--- src/hw/rtl/gb3_pkg.sv ---
// ----------------------------------------------------------------------------
// gb3_pkg
// Shared types and register codes for the 3x3 RGB blur.
// ----------------------------------------------------------------------------
package gb3_pkg;

  typedef struct packed {
    logic [7:0] chan2;
    logic [7:0] chan1;
    logic [7:0] chan0;
  } in_word_t;

  typedef struct packed {
    logic [7:0]  blur0;
    logic [7:0]  blur1;
    logic [7:0]  blur2;
    logic [10:0] out_col;
    logic [11:0] out_row;
    logic        frame_last;
  } out_word_t;

  // one line store entry: two rows above, one row above
  typedef struct packed {
    in_word_t above2;
    in_word_t above1;
  } line_pair_t;

  // window column: top, middle, bottom
  typedef struct packed {
    in_word_t top;
    in_word_t mid;
    in_word_t bot;
  } win_col_t;

  typedef enum logic {
    REG_FRAME_WIDTH  = 1'b0,
    REG_FRAME_HEIGHT = 1'b1
  } reg_idx_t;

  localparam logic [12:0] HEIGHT_LIMIT = 13'd4096;
  localparam logic [12:0] DIM_MIN      = 13'd3;
  localparam logic [11:0] WIDTH_RST    = 12'd640;
  localparam logic [12:0] HEIGHT_RST   = 13'd480;

endpackage

--- src/hw/rtl/gb3_window.sv ---
// ----------------------------------------------------------------------------
// gb3_window
// Two-column 3x3 window registers and the 1-2-1 kernel per channel.
// ----------------------------------------------------------------------------
module gb3_window (
  input  logic              clk,
  input  logic              rst_n,
  input  logic              step,
  input  gb3_pkg::win_col_t new_col,
  output logic [7:0]        blur0,
  output logic [7:0]        blur1,
  output logic [7:0]        blur2
);

  gb3_pkg::win_col_t col0_r;
  gb3_pkg::win_col_t col1_r;

  function automatic logic [7:0] kern(
    input logic [7:0] a0, input logic [7:0] a1, input logic [7:0] a2,
    input logic [7:0] b0, input logic [7:0] b1, input logic [7:0] b2,
    input logic [7:0] c0, input logic [7:0] c1, input logic [7:0] c2);
    logic [7:0] s;
    s = (a0 >> 4) + (a1 >> 3) + (a2 >> 4)
      + (b0 >> 3) + (b1 >> 2) + (b2 >> 3)
      + (c0 >> 4) + (c1 >> 3) + (c2 >> 4);
    return s;
  endfunction

  always_ff @(posedge clk) begin
    if (!rst_n) begin
      col0_r <= '0;
      col1_r <= '0;
    end else if (step) begin
      col0_r <= col1_r;
      col1_r <= new_col;
    end
  end

  assign blur0 = kern(col0_r.top.chan0, col0_r.mid.chan0, col0_r.bot.chan0,
                      col1_r.top.chan0, col1_r.mid.chan0, col1_r.bot.chan0,
                      new_col.top.chan0, new_col.mid.chan0, new_col.bot.chan0);
  assign blur1 = kern(col0_r.top.chan1, col0_r.mid.chan1, col0_r.bot.chan1,
                      col1_r.top.chan1, col1_r.mid.chan1, col1_r.bot.chan1,
                      new_col.top.chan1, new_col.mid.chan1, new_col.bot.chan1);
  assign blur2 = kern(col0_r.top.chan2, col0_r.mid.chan2, col0_r.bot.chan2,
                      col1_r.top.chan2, col1_r.mid.chan2, col1_r.bot.chan2,
                      new_col.top.chan2, new_col.mid.chan2, new_col.bot.chan2);

endmodule

--- config.mk ---
export PLATFORM = sky130hd
export DESIGN_NAME = gb3_window
export DESIGN_NICKNAME = d
export VERILOG_FILES = /design/src/hw/rtl/gb3_pkg.sv /design/src/hw/rtl/gb3_window.sv
export SDC_FILE = /design/constraint.sdc
export NUM_CORES = 1
export LEC_CHECK = 0
export BUFFER_PORTS_ARGS = -buffer_cell sky130_fd_sc_hd__buf_2
export CAP_MARGIN = 20
export CORE_AREA = 8 8 129 131
export CTS_BUF_LIST = sky130_fd_sc_hd__clkbuf_8
export DETAILED_ROUTE_END_ITERATION = 8
export DIE_AREA = 0 0 137 139
export GPL_ROUTABILITY_DRIVEN = 0
export PLACE_DENSITY = 0.76
export SYNTH_ARGS = -nofsm -noshare
export SYNTH_HDL_FRONTEND = slang
export SYNTH_SLANG_ARGS = --single-unit
--- constraint.sdc ---
create_clock -name clk -period 5.18 [get_ports clk]
set_clock_uncertainty 0.2 [all_clocks]
set_input_delay 0.518 -clock clk [delete_from_list [all_inputs] [get_ports clk]]
set_output_delay 0.518 -clock clk [all_outputs]
set_load 0.02 [all_outputs]
Yosys cells after proc, flatten, opt, wreduce, memory -nomap -nowiden
Index checks and enable logic that the tools add are counted.
{"block": "totals", "regBits": 144, "in_bits": 75, "output_inout_bits": 24}
{"block": "classes", "n_addsub": 24}
{"op": "$add A8 B5 Y8", "n": 7}
{"op": "$add A8 B4 Y8", "n": 6}
{"op": "$add A8 B6 Y8", "n": 3}
{"op": "$add A6 B4 Y7", "n": 3}
{"op": "$add A4 B5 Y6", "n": 3}
{"op": "$add A7 B5 Y8", "n": 2}

Logic depth before layout (Yosys ltp)
{"block": "depth", "depth_word": 8, "depth_mapped": 18}

Worst setup path before layout
No wires, ideal clock.
{"block": "synth_timing", "path_type": "flip-flop to output port", "startpoint": "register col0_r[21] (netlist name)", "endpoint": "output port blur2[7]", "t_arrival_ps": 4256, "required_ps": 4462, "slack_ps": 206, "stages_incl_launch_ff": 19, "path_buffers": 0, "path_cell_list": "dfxtp_1 -> inv_1 -> fa_1 -> inv_1 -> ha_1 -> a21o_1 -> a21oi_1 -> xnor2_1 -> ha_1 -> inv_1 -> fa_1 -> fa_1 -> inv_1 -> ha_1 -> ha_1 -> o21ai_0 -> o21bai_1 -> a21oi_1 -> xor2_1"}
{"block": "synth_via", "elab_chain_len": 7}
{"element": "from (decl)", "line_no": "gb3_window.sv:15", "source": "gb3_pkg::win_col_t col0_r;"}
{"element": "from (signal assigned)", "line_no": "gb3_window.sv:34", "source": "col0_r <= col1_r;"}
{"element": "$add A6 B4 Y7", "line_no": "gb3_window.sv:23", "source": "s = (a0 >> 4) + (a1 >> 3) + (a2 >> 4)"}
{"element": "$add A8 B5 Y8", "line_no": "gb3_window.sv:24", "source": "+ (b0 >> 3) + (b1 >> 2) + (b2 >> 3)"}
{"element": "$add A8 B6 Y8", "line_no": "gb3_window.sv:24"}
{"element": "$add A8 B5 Y8", "line_no": "gb3_window.sv:24"}
{"element": "$add A8 B4 Y8", "line_no": "gb3_window.sv:25", "source": "+ (c0 >> 4) + (c1 >> 3) + (c2 >> 4);"}
{"element": "$add A8 B5 Y8", "line_no": "gb3_window.sv:25"}
{"element": "$add A8 B4 Y8", "line_no": "gb3_window.sv:25"}
{"element": "to (decl)", "line_no": "gb3_window.sv:12", "source": "output logic [7:0] blur2"}
No other way between the ends.

Worst setup path after layout
{"block": "layout_timing", "startpoint": "register col0_r[69] (netlist name)", "endpoint": "output port blur2[7]"}
{"block": "layout_via", "elab_chain_len": 8}
{"element": "$add A4 B5 Y6", "line_no": "gb3_window.sv:23"}
{"element": "$add A6 B4 Y7", "line_no": "gb3_window.sv:23"}
{"element": "$add A8 B5 Y8", "line_no": "gb3_window.sv:24"}
{"element": "$add A8 B6 Y8", "line_no": "gb3_window.sv:24"}
{"element": "$add A8 B5 Y8", "line_no": "gb3_window.sv:24"}
{"element": "$add A8 B4 Y8", "line_no": "gb3_window.sv:25"}
{"element": "$add A8 B5 Y8", "line_no": "gb3_window.sv:25"}
{"element": "$add A8 B4 Y8", "line_no": "gb3_window.sv:25"}
No other way between the ends.

==> metrics <==
setup slack, reg-to-reg 4.26 ns; Max clock buf depth 2; Total Routed Length 11000 um; DRC viols 0; I/O Buffers 74; Seq/Total Area, Yosys 0.270; CP required 4.46 ns; synthesis-stage register bit count 87; GRT Util Overall 0.126; post-route ant nets 0; Vias/cell 4.45; crit path launch type flip-flop; NumNets Final 870; Net Count, Synth 799; hold depth 3; ratio of final minimum period to clock period 0.984; CP most frequent cell inv_2; Routed WL per cell 12.8 um; type of the worst setup path flip-flop to output pin; placed instance count 840; Setup-failing EPs final 0; non-filler instance count after layout 859; Area Growth Syn to Fin 12.1%; unrepaired setup endpoints after global routing true; power density cells 376 nW/um2; post-route setup slack 0.0819 ns; number of DRC markers in iteration 0 128; main area contributors after synthesis fa_1, dfxtp_1, mux2i_1; Static Leakage 3.57 nW; max frequency 0.196 GHz; # clock sinks 87; clock root cell clkbuf_8; leading area contributor after synthesis fa_1; FFs w/ async S/R, synth 0; drt pass-1 iters 4; pre-CTS setup slack 0.124 ns; Commonest cells post-synth inv_1, fa_1, dfxtp_1, mux2i_1, nor2b_1; Fill cells 1344; Reg clk slew, reported paths 0.09 ns; Register-to-Register Path Depth 2; Die ar. 19000 um2; share of Yosys cell area claimed by the top area cell type 0.273; mean area per synthesized cell 10.9 um2; Max VDD drop 273 uV; Slew Limit Headroom 0.342; HP Class input port to flip-flop; Critical Path AT 4.38 ns; placed cell areas 6930 um2; largest net degree at the start of global routing 59; critical path endpoint category output pin; Final Critical Period 5.10 ns; first-pass GRT wire length 19300 um; H-tree depth 3; outcome finished, final reports clean; initial antenna violation count 0; fin area 7230 um2; share of layout cells above drive strength 1 0.175; RR Startpoint col1_r[47]; Crit path max-delay family adder cells; Mapped Area 6450 um2; crit-path max cell delay 0.56 ns; Unique masters post-synth 19; Final HPWL DP 8690 um; PnR Total Power 0.00272 W; Post-CTS Hold Buffers 0; critical path peak fanout 3; CP max stage cell fa_2; GRT overflow 0; Slew Viols, Final 0; Die Span Y 139 um; core area 14800 um2; yosys warns 0; Ports 99; CTS tree built; Mapped Cells 594; Slew @ Worst Pin 0.988 ns; Hold Crit Endpoint col1_r[3]; CP bufs+invs 5; cell with the most instances after synthesis inv_1; Worst Min Path Start new_col[3]; Hold WS 0.214 ns; Worst-Skew Late Latency 0.36 ns; Initial Util 0.437; DR vias 3826; Rows 45; Die Wd 137 um; CP Cell Sequence inv_2, fa_2, inv_2, ha_4, a21o_1, a21oi_2, xnor2_1, ha_1, inv_2, fa_1, fa_1, inv_2, ha_4, ha_4, o21ai_2, o21bai_1, a21oi_2, xor2_1, buf_4; maximum capacitance violations 0; Primary FF master, synth dfxtp_1; Final Hold Vio Count 0; FF-to-FF End col0_r[47]; CTS Buf Count 9; Post-synth EDFFs 0; vias in the first global route 4224
stage by stage:
stage,util,TNS (ns)
detailed placement,0.470,0
floorplan,-,0
finish,0.490,0
global placement,0.470,0
CTS,0.486,-0.0295
global route,0.490,-0.317
flip-flops by register name, indices dropped and copies added, names as in the netlist:
| name | cells |
|---|---|
| col0_r | 39 |
| col1_r | 48 |
cell type report:
type                       instances  area [um2]  area share
multi-input combinational        351        4140       0.572
clock buffer                      10         138      0.0190
antenna                            1        2.50    0.000346
tap                              188         235      0.0325
clock inverter                     6        37.5     0.00519
timing repair buffer              79         420      0.0581
sequential                        87        1750       0.241
inverter                         137         514      0.0711
placed cells by master (no fill, tap or decap), types with 3 or more instances in the layout:
cell type,n
a211oi_1,3
a21o_1,9
a21oi_1,6
a21oi_2,4
buf_2,69
buf_4,10
clkbuf_8,10
dfxtp_1,83
dfxtp_2,4
fa_1,86
ha_1,37
ha_4,5
inv_1,133
inv_2,5
mux2i_1,87
nor2b_1,87
o21bai_1,4
xnor2_1,13
cell families after synthesis:
family / Yosys count / synth area share
AOI/OAI and AO/OA: 32 / 0.0322
xor gates and xnor gates: 15 / 0.0204
adders and majority gates: 130 / 0.354
buffers and inverters: 156 / 0.104
DFF: 87 / 0.270
muxes: 87 / 0.135
and+or+nand+nor: 87 / 0.0844
report_power, final:
group | internal [W] | total [W] | leakage [nW] | switching (W)
combinational | 0.000667 | 0.00156 | 2.76 | 0.000895
clock | 0.000185 | 0.000429 | 0.0895 | 0.000244
sequential | 0.000701 | 0.000730 | 0.715 | 0.0000286
total | 0.00155 | 0.00272 | 3.57 | 0.00117
timing repair:
action / in CTS / in global routing
buffers inserted: 1 / 1
gates cloned: 0 / 0
setup endpoints to repair: 4 / 4
gates resized for setup: 14 / 16
pin swaps: 15 / 21
tightest hold or removal path, stage by stage:
cell	delay (ns)
buf_2	0.08
mux2i_1	0.06
nor2b_1	0.09
worst max path at each step:
stage	from	endpoint	slack, ns	cells past startpoint
final	col0_r[69]	blur2[7]	0.08	19
after global routing	col0_r[69]	blur2[7]	-0.17	19
after CTS	col0_r[21]	blur2[7]	-0.03	16
after detailed placement	col0_r[21]	blur2[7]	0.12	19
after global placement	col0_r[21]	blur2[7]	0.14	19
after floorplan	col0_r[21]	blur2[7]	0.21	18
routing by layer:
metal | track usage | wire length (um) | vias up
met2 | 0.210 | 5650 | 49
li1 | - | - | 1948
met4 | 0.0389 | 140 | 0
met3 | 0.0362 | 482 | 8
met1 | 0.152 | 4690 | 1821
met5 | 0 | 0 | -
Note: power is estimated with default switching activity, not from simulation.
